==> config.mk <==
export PLATFORM = sky130hd
export DESIGN_NAME = display_command_stream_decoder
export DESIGN_NICKNAME = d
export VERILOG_FILES = /design/src/design/dcsd_pkg.sv /design/src/design/dcsd_parser.sv /design/src/design/display_command_stream_decoder.sv
export SDC_FILE = /design/constraint.sdc
export NUM_CORES = 1
export LEC_CHECK = 0
export ABC_AREA = 1
export ABC_CLOCK_PERIOD_IN_PS = 11740
export BUFFER_PORTS_ARGS = -buffer_cell sky130_fd_sc_hd__buf_2
export CORE_ASPECT_RATIO = 0.6
export CORE_UTILIZATION = 52
export DETAILED_ROUTE_END_ITERATION = 12
export PLACE_DENSITY = 0.73
export SLEW_MARGIN = 20
export SYNTH_ARGS = -nofsm -noshare
export SYNTH_HDL_FRONTEND = slang
export SYNTH_SLANG_ARGS = --single-unit
==> constraint.sdc <==
create_clock -name i_clk -period 11.74 [get_ports i_clk]
set_clock_uncertainty 0.1 [all_clocks]
set_input_delay 0.587 -clock i_clk [delete_from_list [all_inputs] [get_ports i_clk]]
set_output_delay 0.587 -clock i_clk [all_outputs]
set_load 0.005 [all_outputs]
==> src/design/dcsd_pkg.sv <==
package dcsd_pkg;

    // Opcodes of the command stream, and the marker for "no command open".
    localparam logic [3:0] OP_ACK         = 4'h0;
    localparam logic [3:0] OP_CURSOR      = 4'h1;
    localparam logic [3:0] OP_TEXT        = 4'h2;
    localparam logic [3:0] OP_PIXEL       = 4'h3;
    localparam logic [3:0] OP_FILL_RECT   = 4'h4;
    localparam logic [3:0] OP_DRAW_RECT   = 4'h5;
    localparam logic [3:0] OP_TEXT_COLOR  = 4'h6;
    localparam logic [3:0] OP_VRAM_WRITE  = 4'h7;
    localparam logic [3:0] OP_BITMAP      = 4'h8;
    localparam logic [3:0] OP_DISP_SELECT = 4'h9;
    localparam logic [3:0] OP_PAL_IMAGE   = 4'hA;
    localparam logic [3:0] OP_FILL_DISP   = 4'hB;
    localparam logic [3:0] OP_IDLE        = 4'hF;

    // Result kinds.
    localparam logic [3:0] KIND_ACK        = 4'd0;
    localparam logic [3:0] KIND_CURSOR     = 4'd1;
    localparam logic [3:0] KIND_TEXT_CHAR  = 4'd2;
    localparam logic [3:0] KIND_PIXEL      = 4'd3;
    localparam logic [3:0] KIND_FILL_RECT  = 4'd4;
    localparam logic [3:0] KIND_DRAW_RECT  = 4'd5;
    localparam logic [3:0] KIND_TEXT_COLOR = 4'd6;
    localparam logic [3:0] KIND_VRAM_WORD  = 4'd7;
    localparam logic [3:0] KIND_BITMAP     = 4'd8;
    localparam logic [3:0] KIND_PAL_IMAGE  = 4'd9;
    localparam logic [3:0] KIND_FILL_DISP  = 4'd10;

    localparam int unsigned SECTOR_WORDS = 256;
    localparam int unsigned FIELD_BYTES  = 10;
    localparam int unsigned RESULT_BYTES = 17;

    typedef logic [9:0] t_count;
    typedef logic [7:0] t_byte;

    typedef struct packed {
        logic [3:0]  kind;
        logic [15:0] x;
        logic [15:0] y;
        logic [15:0] x_end;
        logic [15:0] y_end;
        logic [15:0] color;
        logic [16:0] vram_addr;
        logic [7:0]  width;
        logic [7:0]  height;
        logic [7:0]  palette_len;
        logic [7:0]  text_char;
    } t_result;

    // Operand bytes that follow each opcode.
    function automatic t_count operand_count(input logic [3:0] op);
        t_count n;
        case (op)
            OP_CURSOR:      n = 10'd4;
            OP_TEXT:        n = 10'd1;
            OP_PIXEL:       n = 10'd6;
            OP_FILL_RECT:   n = 10'd10;
            OP_DRAW_RECT:   n = 10'd10;
            OP_TEXT_COLOR:  n = 10'd2;
            OP_VRAM_WRITE:  n = 10'd514;
            OP_BITMAP:      n = 10'd8;
            OP_DISP_SELECT: n = 10'd1;
            OP_PAL_IMAGE:   n = 10'd9;
            OP_FILL_DISP:   n = 10'd2;
            default:        n = 10'd0;
        endcase
        return n;
    endfunction

endpackage

==> src/design/dcsd_parser.sv <==
module dcsd_parser #(
    parameter int unsigned VRAM_WORDS = 131072
) (
    input  logic              i_clk,
    input  logic              i_rst_n,
    input  logic              i_fire,
    input  logic [7:0]        i_byte,
    input  logic [9:0]        i_vram_sectors,
    output logic              o_emit,
    output dcsd_pkg::t_result o_result
);
    import dcsd_pkg::*;

    localparam int unsigned SECTOR_CAP = VRAM_WORDS / SECTOR_WORDS;

    logic [3:0]  r_op,          n_op;
    t_count      r_left,        n_left;
    t_byte       r_field [FIELD_BYTES];
    t_byte       n_field [FIELD_BYTES];
    logic [7:0]  r_text_left,   n_text_left;
    logic [16:0] r_write_base,  n_write_base;
    logic [7:0]  r_word_count,  n_word_count;
    logic [7:0]  r_high_half,   n_high_half;
    logic        r_sector_valid, n_sector_valid;

    t_count      w_k;
    logic [15:0] w_sector;
    logic [16:0] w_limit;
    logic        w_sector_ok;
    logic [16:0] w_sector_addr;
    logic        w_emit;
    t_result     w_res;

    assign w_k = operand_count(r_op) - r_left;

    // Sector limit saturates to what the video memory can hold.
    assign w_limit = ({7'd0, i_vram_sectors} > 17'(SECTOR_CAP)) ? 17'(SECTOR_CAP)
                                                                 : {7'd0, i_vram_sectors};
    // The sector number is complete once its second byte is on the input.
    assign w_sector      = (w_k == 10'd1) ? {r_field[0], i_byte} : {r_field[0], r_field[1]};
    assign w_sector_ok   = {1'b0, w_sector} < w_limit;
    assign w_sector_addr = {w_sector[8:0], 8'd0};

    always_comb begin
        n_op           = r_op;
        n_left         = r_left;
        n_field        = r_field;
        n_text_left    = r_text_left;
        n_write_base   = r_write_base;
        n_word_count   = r_word_count;
        n_high_half    = r_high_half;
        n_sector_valid = r_sector_valid;
        w_emit         = 1'b0;
        w_res          = '0;

        if (r_op == OP_IDLE) begin
            if (i_byte == {4'd0, OP_ACK}) begin
                w_res.kind = KIND_ACK;
                w_emit     = 1'b1;
            end else if (i_byte inside {[8'h01:8'h0B]}) begin
                n_op         = i_byte[3:0];
                n_left       = operand_count(i_byte[3:0]);
                n_word_count = '0;
                n_high_half  = '0;
            end
        end else if (r_left != '0) begin
            if (w_k < t_count'(FIELD_BYTES)) begin
                n_field[w_k[3:0]] = i_byte;
            end
            n_left = r_left - 10'd1;

            if (r_op == OP_VRAM_WRITE) begin
                if (w_k == 10'd1) begin
                    n_sector_valid = w_sector_ok;
                    n_write_base   = w_sector_addr;
                    n_word_count   = '0;
                end else if (w_k >= 10'd2) begin
                    if (!w_k[0]) begin
                        n_high_half = i_byte;
                    end else begin
                        if (r_sector_valid) begin
                            w_res.kind      = KIND_VRAM_WORD;
                            w_res.color     = {r_high_half, i_byte};
                            w_res.vram_addr = r_write_base + {9'd0, r_word_count};
                            w_emit          = 1'b1;
                        end
                        n_word_count = r_word_count + 8'd1;
                    end
                end
            end

            if (r_left == 10'd1) begin
                n_op = OP_IDLE;
                case (r_op)
                    OP_CURSOR: begin
                        w_res.kind = KIND_CURSOR;
                        w_res.x    = {n_field[0], n_field[1]};
                        w_res.y    = {n_field[2], n_field[3]};
                        w_emit     = 1'b1;
                    end
                    OP_TEXT: begin
                        n_text_left = i_byte;
                        if (i_byte != '0) begin
                            n_op = OP_TEXT;
                        end
                    end
                    OP_PIXEL: begin
                        w_res.kind  = KIND_PIXEL;
                        w_res.x     = {n_field[0], n_field[1]};
                        w_res.y     = {n_field[2], n_field[3]};
                        w_res.color = {n_field[4], n_field[5]};
                        w_emit      = 1'b1;
                    end
                    OP_FILL_RECT, OP_DRAW_RECT: begin
                        w_res.kind  = (r_op == OP_FILL_RECT) ? KIND_FILL_RECT
                                                             : KIND_DRAW_RECT;
                        w_res.x     = {n_field[0], n_field[1]};
                        w_res.y     = {n_field[2], n_field[3]};
                        w_res.x_end = {n_field[4], n_field[5]};
                        w_res.y_end = {n_field[6], n_field[7]};
                        w_res.color = {n_field[8], n_field[9]};
                        w_emit      = 1'b1;
                    end
                    OP_TEXT_COLOR: begin
                        w_res.kind  = KIND_TEXT_COLOR;
                        w_res.color = {n_field[0], n_field[1]};
                        w_emit      = 1'b1;
                    end
                    OP_BITMAP, OP_PAL_IMAGE: begin
                        if (w_sector_ok) begin
                            w_res.kind      = (r_op == OP_BITMAP) ? KIND_BITMAP
                                                                  : KIND_PAL_IMAGE;
                            w_res.x         = {n_field[2], n_field[3]};
                            w_res.y         = {n_field[4], n_field[5]};
                            w_res.vram_addr = w_sector_addr;
                            w_res.width     = n_field[6];
                            w_res.height    = n_field[7];
                            if (r_op == OP_PAL_IMAGE) begin
                                w_res.palette_len = n_field[8];
                            end
                            w_emit = 1'b1;
                        end
                    end
                    OP_FILL_DISP: begin
                        w_res.kind  = KIND_FILL_DISP;
                        w_res.color = {n_field[0], n_field[1]};
                        w_emit      = 1'b1;
                    end
                    default: begin
                    end
                endcase
            end
        end else begin
            // Character phase of a text command.
            if (r_text_left != '0) begin
                w_res.kind      = KIND_TEXT_CHAR;
                w_res.text_char = i_byte;
                w_emit          = 1'b1;
                n_text_left     = r_text_left - 8'd1;
            end
            if (n_text_left == '0) begin
                n_op = OP_IDLE;
            end
        end
    end

    always_ff @(posedge i_clk) begin
        if (!i_rst_n) begin
            r_op           <= OP_IDLE;
            r_left         <= '0;
            r_text_left    <= '0;
            r_word_count   <= '0;
            r_high_half    <= '0;
            r_sector_valid <= 1'b0;
            r_write_base   <= '0;
        end else if (i_fire) begin
            r_op           <= n_op;
            r_left         <= n_left;
            r_text_left    <= n_text_left;
            r_word_count   <= n_word_count;
            r_high_half    <= n_high_half;
            r_sector_valid <= n_sector_valid;
            r_write_base   <= n_write_base;
        end
    end

    always_ff @(posedge i_clk) begin
        if (i_fire) begin
            r_field <= n_field;
        end
    end

    assign o_emit   = i_fire && w_emit;
    assign o_result = w_res;

`ifndef SYNTHESIS
    a_idle_no_operands: assert property (@(posedge i_clk) disable iff (!i_rst_n)
        (r_op == OP_IDLE) |-> (r_left == '0))
        else $error("operand count left open with no command");

    a_left_in_range: assert property (@(posedge i_clk) disable iff (!i_rst_n)
        r_left <= operand_count(r_op))
        else $error("operand count exceeds command length");

    a_text_phase: assert property (@(posedge i_clk) disable iff (!i_rst_n)
        (r_text_left != '0) |-> (r_op == OP_TEXT && r_left == '0))
        else $error("characters pending outside the text phase");

    a_vram_word_valid: assert property (@(posedge i_clk) disable iff (!i_rst_n)
        (o_emit && o_result.kind == KIND_VRAM_WORD) |-> r_sector_valid)
        else $error("video memory word sent for a rejected sector");
`endif

endmodule

==> src/design/display_command_stream_decoder.sv <==
// Channel   | Direction | Signals                         | Contents
// ----------+-----------+---------------------------------+-------------------------------
// s_axis    | in        | tvalid, tready, tdata[7:0]      | one byte of the command stream
// m_axis    | out       | tvalid, tready, tdata, tuser    | one decoded result
// cfg       | in        | i_cfg_we, i_cfg_wdata[9:0]      | vram_sectors register
//
// The block takes one byte per cycle unless the result register is full and not being taken.
// A byte is decoded while it sits in the input register, and its result is loaded into the
// result register when the decoder advances on it; from there it transfers downstream.
// The input register frees itself whenever the result register is empty or being taken,
// so the rate is set only by the downstream side. Reset (synchronous, active low) opens
// with no command in progress and vram_sectors at 512; no clearing pass is needed.
module display_command_stream_decoder #(
    parameter int unsigned VRAM_WORDS = 131072
) (
    input  logic         i_clk,
    input  logic         i_rst_n,
    // Byte stream in. tdata: data_byte[7:0].
    input  logic         s_axis_tvalid,
    output logic         s_axis_tready,
    input  logic [7:0]   s_axis_tdata,
    // Results out.
    // tdata: x[15:0], y[31:16], x_end[47:32], y_end[63:48], color[79:64],
    //        vram_addr[96:80], width[104:97], height[112:105], palette_len[120:113],
    //        text_char[128:121], zero fill[135:129].
    output logic         m_axis_tvalid,
    input  logic         m_axis_tready,
    output logic [135:0] m_axis_tdata,
    // tuser: kind[3:0].
    output logic [3:0]   m_axis_tuser,
    // Configuration write of vram_sectors.
    input  logic         i_cfg_we,
    input  logic [9:0]   i_cfg_wdata
);
    import dcsd_pkg::*;

    logic       r_in_valid;
    logic [7:0] r_in_byte;
    logic [9:0] r_vram_sectors;
    logic       r_out_valid;
    t_result    r_out;

    logic       w_fire;
    logic       w_emit;
    t_result    w_result;

    // The decoder advances on the buffered byte whenever the result register can take
    // whatever that byte produces.
    assign w_fire        = r_in_valid && (!r_out_valid || m_axis_tready);
    assign s_axis_tready = !r_in_valid || w_fire;

    always_ff @(posedge i_clk) begin
        if (!i_rst_n) begin
            r_in_valid <= 1'b0;
        end else if (s_axis_tready) begin
            r_in_valid <= s_axis_tvalid;
        end
    end

    always_ff @(posedge i_clk) begin
        if (s_axis_tready && s_axis_tvalid) begin
            r_in_byte <= s_axis_tdata;
        end
    end

    always_ff @(posedge i_clk) begin
        if (!i_rst_n) begin
            r_vram_sectors <= 10'd512;
        end else if (i_cfg_we) begin
            r_vram_sectors <= i_cfg_wdata;
        end
    end

    dcsd_parser #(
        .VRAM_WORDS (VRAM_WORDS)
    ) u_parser (
        .i_clk          (i_clk),
        .i_rst_n        (i_rst_n),
        .i_fire         (w_fire),
        .i_byte         (r_in_byte),
        .i_vram_sectors (r_vram_sectors),
        .o_emit         (w_emit),
        .o_result       (w_result)
    );

    // Result register: loads on a decoded result, empties when the transfer completes.
    always_ff @(posedge i_clk) begin
        if (!i_rst_n) begin
            r_out_valid <= 1'b0;
        end else if (w_fire) begin
            r_out_valid <= w_emit;
        end else if (m_axis_tready) begin
            r_out_valid <= 1'b0;
        end
    end

    always_ff @(posedge i_clk) begin
        if (w_emit) begin
            r_out <= w_result;
        end
    end

    assign m_axis_tvalid = r_out_valid;
    assign m_axis_tuser  = r_out.kind;
    assign m_axis_tdata  = {7'd0, r_out.text_char, r_out.palette_len, r_out.height,
                            r_out.width, r_out.vram_addr, r_out.color, r_out.y_end,
                            r_out.x_end, r_out.y, r_out.x};

`ifndef SYNTHESIS
    a_result_from_decode: assert property (@(posedge i_clk) disable iff (!i_rst_n)
        $rose(r_out_valid) |-> $past(w_fire))
        else $error("result register loaded without a decoded byte");

    a_no_byte_lost: assert property (@(posedge i_clk) disable iff (!i_rst_n)
        (r_in_valid && !w_fire) |=> r_in_valid)
        else $error("buffered byte dropped before decode");
`endif

endmodule
==> results of run 1 <==
path summary, 6_finish.rpt:
check	start	to	slack [ns]	cells past startpoint
min	s_axis_tdata[6]	r_in_byte[6]$_DFFE_PP_	0.11	1
max reg2reg	u_parser.r_left[0]$_SDFFE_PN0P_	m_axis_tdata[35]$_SDFFCE_PP0P_	5.41	21
min reg2reg	u_parser.r_write_base[13]$_SDFFE_PN0P_	u_parser.r_write_base[13]$_SDFFE_PN0P_	0.37	2
max	u_parser.r_left[0]$_SDFFE_PN0P_	m_axis_tdata[35]$_SDFFCE_PP0P_	5.41	21
critical path: stages, from the launching register on:
cell	delay (ns)
dfxtp_1	0.36
ha_1	0.24
fa_1	0.46
nand3b_1	0.18
nand2_1	0.15
nand3_1	0.09
nand2_1	0.08
nand3_1	0.12
nor2_4	0.15
nand2_2	0.27
o21ai_0	0.61
ha_1	0.36
a21oi_1	0.16
nor2_1	0.06
a211oi_1	0.17
nand2_1	0.09
nand2_2	0.10
nand4_1	0.30
nand2_1	0.16
nand2_1	0.11
nand2_4	0.85
buf_4	0.73
cell usage after synthesis, types with 2 or more instances:
master      n
a211oi_1    2
a21oi_1   134
a31oi_1     4
a41oi_1    14
buf_1       2
buf_2      11
buf_4       7
clkbuf_1   35
clkbuf_2    2
clkinv_1    7
dfxtp_1    70
edfxtp_1  221
ha_1       22
inv_1     174
inv_2       3
mux2i_1    15
nand2_1   311
nand2_2     4
nand2_4     2
nand3_1    32
nand4_1    14
nor2_1    174
nor2_2      2
nor2_4     12
nor3_1     15
nor3_2      4
nor3b_1     7
nor4_1      5
o211a_1     4
o211ai_1    7
o21ai_0    86
o21ai_1    12
o22ai_1     3
or2_2       4
xnor2_1     3
xor2_1      9
cell usage in the layout (no fill, tap or decap), types with 11 or more instances in the layout:
master,n
nor2_4,13
ha_1,22
o21ai_0,86
inv_1,174
nor2_1,173
o21ai_1,11
nand4_1,14
a41oi_1,14
mux2i_1,15
buf_2,157
nand2_1,309
dfxtp_1,70
a21oi_1,134
clkbuf_16,27
edfxtp_1,221
nor3_1,15
buf_4,17
nand3_1,32
stage by stage:
stage                     setup WS, ns  area (um^2)  hold WS, ns  power [mW]  std cells
after floorplan                   2.86        13600        0.325        1.29       1452
after global placement            5.71        14700        0.349        1.35       1920
after detailed placement          5.51        14700        0.356        1.36       1920
after CTS                         5.48        15600       0.0938        2.21       1969
after global routing              4.84        15600        0.103        2.28       1969
final                             5.41        15600        0.115        2.21       1969
sequential cells by signal, summed over array words and instances, names as in the netlist, named ones only:
signal	cells
r_vram_sectors	10
m_axis_tvalid	1
u_parser.r_write_base	9
u_parser.r_text_left	8
r_in_valid	1
u_parser.r_high_half	8
u_parser.r_left	10
m_axis_tdata	129
u_parser.r_word_count	8
u_parser.r_op	4
u_parser.r_sector_valid	1
u_parser.r_field	80
m_axis_tuser	4
r_in_byte	8
power groups by stage:
stage,Clock [mW],Sequential [mW],Combinational (mW)
6_report,0.867,1.12,0.222
3_3_place_gp,0,1.14,0.210
3_5_place_dp,0,1.15,0.213
5_1_grt,0.918,1.12,0.241
4_1_cts,0.876,1.12,0.215
2_1_floorplan,0,1.14,0.148
layout make-up:
type	count	share of cell area
Timing Repair Buffer	174	0.0587
Multi-Input combinational cell	919	0.297
Clock inverter	12	0.00772
Inverter	184	0.0444
Clock buffer	37	0.0471
Tap cell	352	0.0283
Sequential cell	291	0.516
metal layers:
metal | part of all wire | track usage | wire length, um
met5 | 0 | 0 | 0
met2 | 0.40 | 0.378 | 15000
met3 | 0.12 | 0.0706 | 4610
met4 | 0.019 | 0.0575 | 720
met1 | 0.46 | 0.445 | 17200
kinds of logic (layout without fill, tap and decap cells):
kind of cell             count (synthesis)  after routing  synth area share
AO/OA/AOI/OAI                          272            272             0.110
XOR/XNOR                                12             12           0.00773
adder cells (fa/ha/maj)                 23             23            0.0217
buffers and inverters                  242            407            0.0712
flip-flops                             291            291             0.591
multiplexers                            16             16            0.0119
other                                    1              7          0.000276
AND/OR/NAND/NOR                        589            589             0.186
==> impl_metrics.toml, run 1 <==
[finish]
multi_input_area_mm2 = 0.00463
antennaDiodeCount = 0
nNetsFinal = 1643
fin_util = 0.612
drive_gt1_frac = 0.155
flow.area_growth_from_synthesis_pct = 14.5
seq_area_mm2 = 0.00804
n_fill_cell = 2199

[synth]
yosysWarnings = 0
post_synth_num_cell_types = 49
syn_area_per_cell_um2 = 9.40
synth_ff_type = "edfxtp_1"
synth_seq_cells = 291
synth_top_cell_by_area = "edfxtp_1"
synth_cells = 1446
yosysSeqAreaShare = 0.591
synth_area_leaders = "edfxtp_1, dfxtp_1, nand2_1"
synth-edff-count = 221
async_reset_ff_frac = 0
netlist_area_mm2 = 0.0136
yosysTopAreaCellShare = 0.488

[sta]
post-route-period-util = 0.539
tns_ns = 0
grt_setup_unrepaired = "false"
setup_viol_count_final = 0
clock.fmax_ghz = 0.158
maxSlewViolCount = 0
worst_pin_slew_ns = 1.12
hold_violations = 0
finalCriticalPeriod_ns = 6.33
slew_headroom = 0.253

[power_and_ir_drop]
switchingPower_mw = 0.561
p_seq_frac = 0.508
power_density_mw_per_mm2 = 142
p_int_mw = 1.65
p_comb_frac = 0.100
ir_drop_mv = 0.0846
swShare = 0.254
clockPowerShare = 0.392
leakagePower_nw = 5.86

[floorplan]
start_util = 0.534
rows = 45
fp.dieW_um = 211
core_mm2 = 0.0254
dieArea_mm2 = 0.0268
ios = 165
die_h_um = 127

[detailed_routing]
drtAntennaViolNets = 0
totalWireLength_um = 37600
drt_first_pass_iters = 7
viasPerCell = 5.52
drt-wirelength-per-cell_um = 19.1
detailroute.via_count = 10900
first_iter_violations = 1531
drc = 0

[grt]
track_usage = 0.279
grt_pass1_vias = 9571
antenna_found_initial = 1
grt_max_degree = 82
grt_remaining_overflow = 0
grt_pass1_wl_um = 56100

[min_path]
hp-class = "input port to register"

[clock_tree]
numCtsBuffers = 27
root_buffer = "clkbuf_16"
postCtsHoldBufs = 0
clk_pin_slew_ns = 0.06
cts_tree = "built"
cts_max_path_buffers = 3
htreeDepth = 1
cts.sinks = 291
worst_skew_pair.late_latency_ns = 0.55
post_cts_resized = 0
postCtsSetupBuffers = 0

[placed_design]
io_buffers = 157
dp_hpwl_um = 26400
gp_congestion = 0.932

[worst_setup_path]
cp_data_arrival_time_ns = 6.41
path_max_fanout = 77
cp_data_required_time_ns = 11.82
startpoint_type = "register"
crit_path_end_kind = "register"
crit_type = "register to register"

[flow_run]
drv_cap = 0

[outcome]
status = "completed"
Note: power is estimated with default switching activity, not from simulation.
==> inputs of run 2 (changes only) <==
Settings changed: ABC_CLOCK_PERIOD_IN_PS 11740 to 6350.
Clock period 11.74 ns to 6.35 ns, I/O delays scaled along.
==> impl_metrics.toml, run 2 (synthesis gave the netlist of run 1 again) <==
[grt]
grt_max_degree = 81
grt_pass1_wl_um = 57900
antenna_found_initial = 0
track_usage = 0.286
grt_remaining_overflow = 0
grt_pass1_vias = 10000

[placed_design]
io_buffers = 157
dpl_worst_slack_ns = 0.860
placed_area_mm2 = 0.0147
placed_cells = 1922
gp_congestion = 0.947
dp_hpwl_um = 26200

[floorplan]
dieArea_mm2 = 0.0268
die_h_um = 127
start_util = 0.534
rows = 45
ios = 165
fp.dieW_um = 211
core_mm2 = 0.0254

[outcome]
status = "completed"

[detailed_routing]
first_iter_violations = 1360
top_layer = "met4"
totalWireLength_um = 37900
viasPerCell = 5.47
wl_met3_um = 4670
drt-met1-wl_um = 17100
detailroute.via_count = 10900
drc = 0
drt-wirelength-per-cell_um = 19.1
dr_wl_met2_um = 15400
drt_first_pass_iters = 7
drtAntennaViolNets = 0

[flow_run]
drv_cap = 0

[finish]
n_fill_cell = 2145
layout_commonest_cell = "nand2_1"
mostFrequentLayoutCells = "nand2_1, edfxtp_1, inv_1, nor2_1, buf_2"
fin_util = 0.624
seq_area_mm2 = 0.00804
multi_input_area_mm2 = 0.00464
drive_gt1_frac = 0.158
nNetsFinal = 1664
largest_reg_flops = 129
antennaDiodeCount = 0
flow.area_growth_from_synthesis_pct = 16.9
stdcell_count = 1991
final_cell_area_mm2 = 0.0159

[worst_setup_path]
cp_data_required_time_ns = 6.47
cp_data_arrival_time_ns = 5.73
crit_type = "register to register"
crit_path_end_kind = "register"
startpoint_type = "register"
path_max_fanout = 64

[clock_tree]
root_buffer = "clkbuf_16"
clk_pin_slew_ns = 0.07
htreeDepth = 1
cts.sinks = 291
post_cts_resized = 0
cts_tree = "built"
cts_max_path_buffers = 3
numCtsBuffers = 27
postCtsSetupBuffers = 0
worst_skew_pair.late_latency_ns = 0.57

[power_and_ir_drop]
p_comb_frac = 0.099
p_total_mw = 4.22
ir_drop_mv = 0.161
p_int_mw = 3.16
p_seq_frac = 0.492
clockPowerShare = 0.409
swShare = 0.251
leakagePower_nw = 6.00
switchingPower_mw = 1.06
power_density_mw_per_mm2 = 266

[sta]
setup_viol_count_final = 0
worst_pin_slew_ns = 1.12
clock.fmax_ghz = 0.178
maxSlewViolCount = 0
grt_setup_unrepaired = "false"
hold_violations = 0
tns_ns = 0
post-route-period-util = 0.884
slew_headroom = 0.252
hold_ws_ns = 0.0459
layout_setup_ws_ns = 0.736
finalCriticalPeriod_ns = 5.61

[min_path]
hp-class = "input port to register"
run 2: path summary, 6_finish.rpt:
kind                                           from                                      to  slack, ns  cells past startpoint
min                                        i_cfg_we          r_vram_sectors[2]$_SDFFE_PN0P_       0.05                      3
max                 u_parser.r_left[0]$_SDFFE_PN0P_         m_axis_tdata[120]$_SDFFCE_PP0P_       0.74                     21
max reg2reg         u_parser.r_left[0]$_SDFFE_PN0P_         m_axis_tdata[120]$_SDFFCE_PP0P_       0.74                     21
min reg2reg  u_parser.r_write_base[13]$_SDFFE_PN0P_  u_parser.r_write_base[13]$_SDFFE_PN0P_       0.36                      2
run 2: power by group through the flow:
stage | clock [mW] | combinational (mW) | sequential, mW
2_1_floorplan | 0 | 0.274 | 2.11
3_3_place_gp | 0 | 0.384 | 2.12
3_5_place_dp | 0 | 0.391 | 2.12
4_1_cts | 1.73 | 0.405 | 2.08
5_1_grt | 1.81 | 0.460 | 2.08
6_report | 1.73 | 0.418 | 2.08
run 2: cell type report:
class / instances / area share
clock buffer: 42 / 0.0553
sequential: 291 / 0.506
inverter: 184 / 0.0435
timing repair buffer: 195 / 0.0712
multi-input combinational: 919 / 0.292
clock inverter: 8 / 0.00472
tap: 352 / 0.0277
run 2: worst max-delay path, stage by stage (launching register included):
cell	delay (ns)
dfxtp_1	0.36
ha_1	0.24
fa_1	0.45
nand3b_1	0.17
nand2_1	0.17
nand2_1	0.09
xor2_1	0.14
nand2_1	0.11
nor2_4	0.12
nand2_2	0.29
o21ai_0	0.66
ha_1	0.36
nand2_1	0.09
nor2_1	0.05
a211oi_1	0.17
nand2_1	0.09
nand2_2	0.09
nand4_1	0.31
nand2_1	0.18
nand2_1	0.16
nand2_8	0.44
buf_4	0.39
run 2: what timing repair did:
action                     in CTS  in global routing
setup endpoints to repair       0                  0
hold buffers                   19                  0
hold endpoints to repair       18                  0
run 2: layer usage:
| metal | vias to the layer above | GRT usage |
|---|---|---|
| met5 | - | 0 |
| met4 | 0 | 0.0575 |
| met3 | 63 | 0.0855 |
| met2 | 550 | 0.397 |
| met1 | 5107 | 0.439 |
| li1 | 5178 | - |
==> inputs of run 3 (changes only) <==
--- a/config.mk
+++ b/config.mk
@@ -9,3 +9,2 @@
 export ABC_CLOCK_PERIOD_IN_PS = 6350
-export BUFFER_PORTS_ARGS = -buffer_cell sky130_fd_sc_hd__buf_2
 export CORE_ASPECT_RATIO = 0.6
@@ -13,3 +12,4 @@
 export DETAILED_ROUTE_END_ITERATION = 12
-export PLACE_DENSITY = 0.73
+export DONT_BUFFER_PORTS = 1
+export PLACE_DENSITY = 0.67
 export SLEW_MARGIN = 20
--- a/constraint.sdc
+++ b/constraint.sdc
@@ -4,2 +4,2 @@
 set_output_delay 0.3175 -clock i_clk [all_outputs]
-set_load 0.005 [all_outputs]
+set_load 0.1 [all_outputs]
==> impl_metrics.toml, run 3 (synthesis gave the netlist of run 1 again) <==
[outcome]
status = "completed"

[worst_setup_path]
path_delay_family = "simple AND/OR/NAND/NOR gates"
crit_slowest_cell = "o21ai_0"
crit_buf_inv = 1
path_cells = "ha_1, fa_1, nand3b_1, nand2_1, nand2_1, xor2_1, nand2_1, nor2_4, nand2_2, o21ai_0, ha_1, a21oi_1, nor2_1, a211oi_1, nand2_1, nand2_2, nand4_1, nand2_1, nand2_1, nand2_8, buf_12"
crit_path_end_kind = "register"
cp_data_required_time_ns = 6.50
crit_type = "register to register"
path_max_fanout = 80
max_stage_delay_ns = 0.55
cp_data_arrival_time_ns = 5.59
startpoint_type = "register"
critPathMostFrequentCell = "nand2_1"

[detailed_routing]
totalWireLength_um = 38100
drtAntennaViolNets = 0
first_iter_violations = 1278
drt_first_pass_iters = 6
drt-wirelength-per-cell_um = 20.7
detailroute.via_count = 10300
drc = 0
viasPerCell = 5.61

[finish]
multi_input_area_mm2 = 0.00463
layout_commonest_cell = "nand2_1"
fin_util = 0.593
final_cell_area_mm2 = 0.0151
flow.area_growth_from_synthesis_pct = 11.1
seq_area_mm2 = 0.00804
mostFrequentLayoutCells = "nand2_1, edfxtp_1, inv_1, nor2_1, a21oi_1"
drive_gt1_frac = 0.0673
nNetsFinal = 1511
n_fill_cell = 2230
stdcell_count = 1838
largest_reg_flops = 129

[clock_tree]
post_cts_resized = 0
root_buffer = "clkbuf_16"
cts.sinks = 291
clk_pin_slew_ns = 0.07
cts_tree = "built"
cts_max_path_buffers = 3
htreeDepth = 1
worst_skew_pair.late_latency_ns = 0.55
postCtsSetupBuffers = 0
numCtsBuffers = 27

[sta]
grt_setup_unrepaired = "false"
worst_pin_slew_ns = 1.09
post-route-period-util = 0.857
setup_viol_count_final = 0
clock.fmax_ghz = 0.184
hold_ws_ns = 0.0240
maxSlewViolCount = 0
finalCriticalPeriod_ns = 5.44
layout_setup_ws_ns = 0.910
slew_headroom = 0.272
hold_violations = 0
tns_ns = 0

[placed_design]
gp_congestion = 0.939
dp_hpwl_um = 26300
dpl_worst_slack_ns = 0.977
placed_cells = 1765
placed_area_mm2 = 0.0140
io_buffers = 0

[power_and_ir_drop]
p_total_mw = 4.16
power_density_mw_per_mm2 = 275
ir_drop_mv = 0.169
leakagePower_nw = 5.56

[floorplan]
ios = 165
core_mm2 = 0.0254
die_h_um = 127
start_util = 0.534
rows = 45
fp.dieW_um = 211
dieArea_mm2 = 0.0268

[grt]
grt_remaining_overflow = 0
grt_max_degree = 81
track_usage = 0.283
antenna_found_initial = 1
grt_pass1_vias = 9273
grt_pass1_wl_um = 56700

[min_path]
hp-class = "input port to register"

[flow_run]
drv_cap = 0
## run 3: cell count changes in the layout (fill, tap and decap cells not counted), sizes merged
| cell | previous run | this run |
|---|---|---|
| clkinvlp | 1 | 0 |
| inv | 178 | 179 |
| buf | 176 | 21 |
| clkbuf | 42 | 41 |
| dlygate4sd3 | 19 | 21 |
| diode | 0 | 1 |
## run 3: final timing paths
check | endpoint | startpoint | depth (start not counted) | slack, ns
max reg2reg | m_axis_tdata[21]$_SDFFCE_PP0P_ | u_parser.r_left[0]$_SDFFE_PN0P_ | 21 | 0.91
max | m_axis_tdata[21]$_SDFFCE_PP0P_ | u_parser.r_left[0]$_SDFFE_PN0P_ | 21 | 0.91
min reg2reg | u_parser.r_write_base[12]$_SDFFE_PN0P_ | u_parser.r_write_base[12]$_SDFFE_PN0P_ | 2 | 0.36
min | register | s_axis_tdata[2] | 3 | 0.02
## run 3: metal layers
layer / GRT usage / routed length (um) / vias to the layer above
met2: 0.381 / 15000 / 560
met1: 0.435 / 17400 / 4828
li1: - / - / 4861
met5: 0 / 0 / -
met4: 0.0541 / 629 / 0
met3: 0.100 / 5040 / 60
## run 3: repair_timing
item / 4_1_cts / 5_1_grt
hold buffers: 22 / 0
endpoints found under the setup margin: 0 / 0
hold endpoints to repair: 55 / 0
## run 3: tightest hold or removal path: stages
cell,delay [ns]
o21ai_0,0.16
nand2_1,0.11
nor2_1,0.04
## run 3: area by class of cell
| cell class | count | share of cell area |
|---|---|---|
| clock inverters | 8 | 0.00514 |
| multi-input cells | 919 | 0.307 |
| well taps | 352 | 0.0292 |
| inverters | 184 | 0.0457 |
| flip-flops and latches | 291 | 0.532 |
| repair buffers | 42 | 0.0268 |
| diodes | 1 | 0.000166 |
| clock buffers | 41 | 0.0537 |
## run 3: where the power goes
| part | switching (mW) | leakage [nW] | internal, mW |
|---|---|---|---|
| logic | 0.327 | 2.78 | 0.104 |
| registers | 0.0319 | 2.33 | 2.06 |
| clock network | 0.714 | 0.439 | 0.926 |
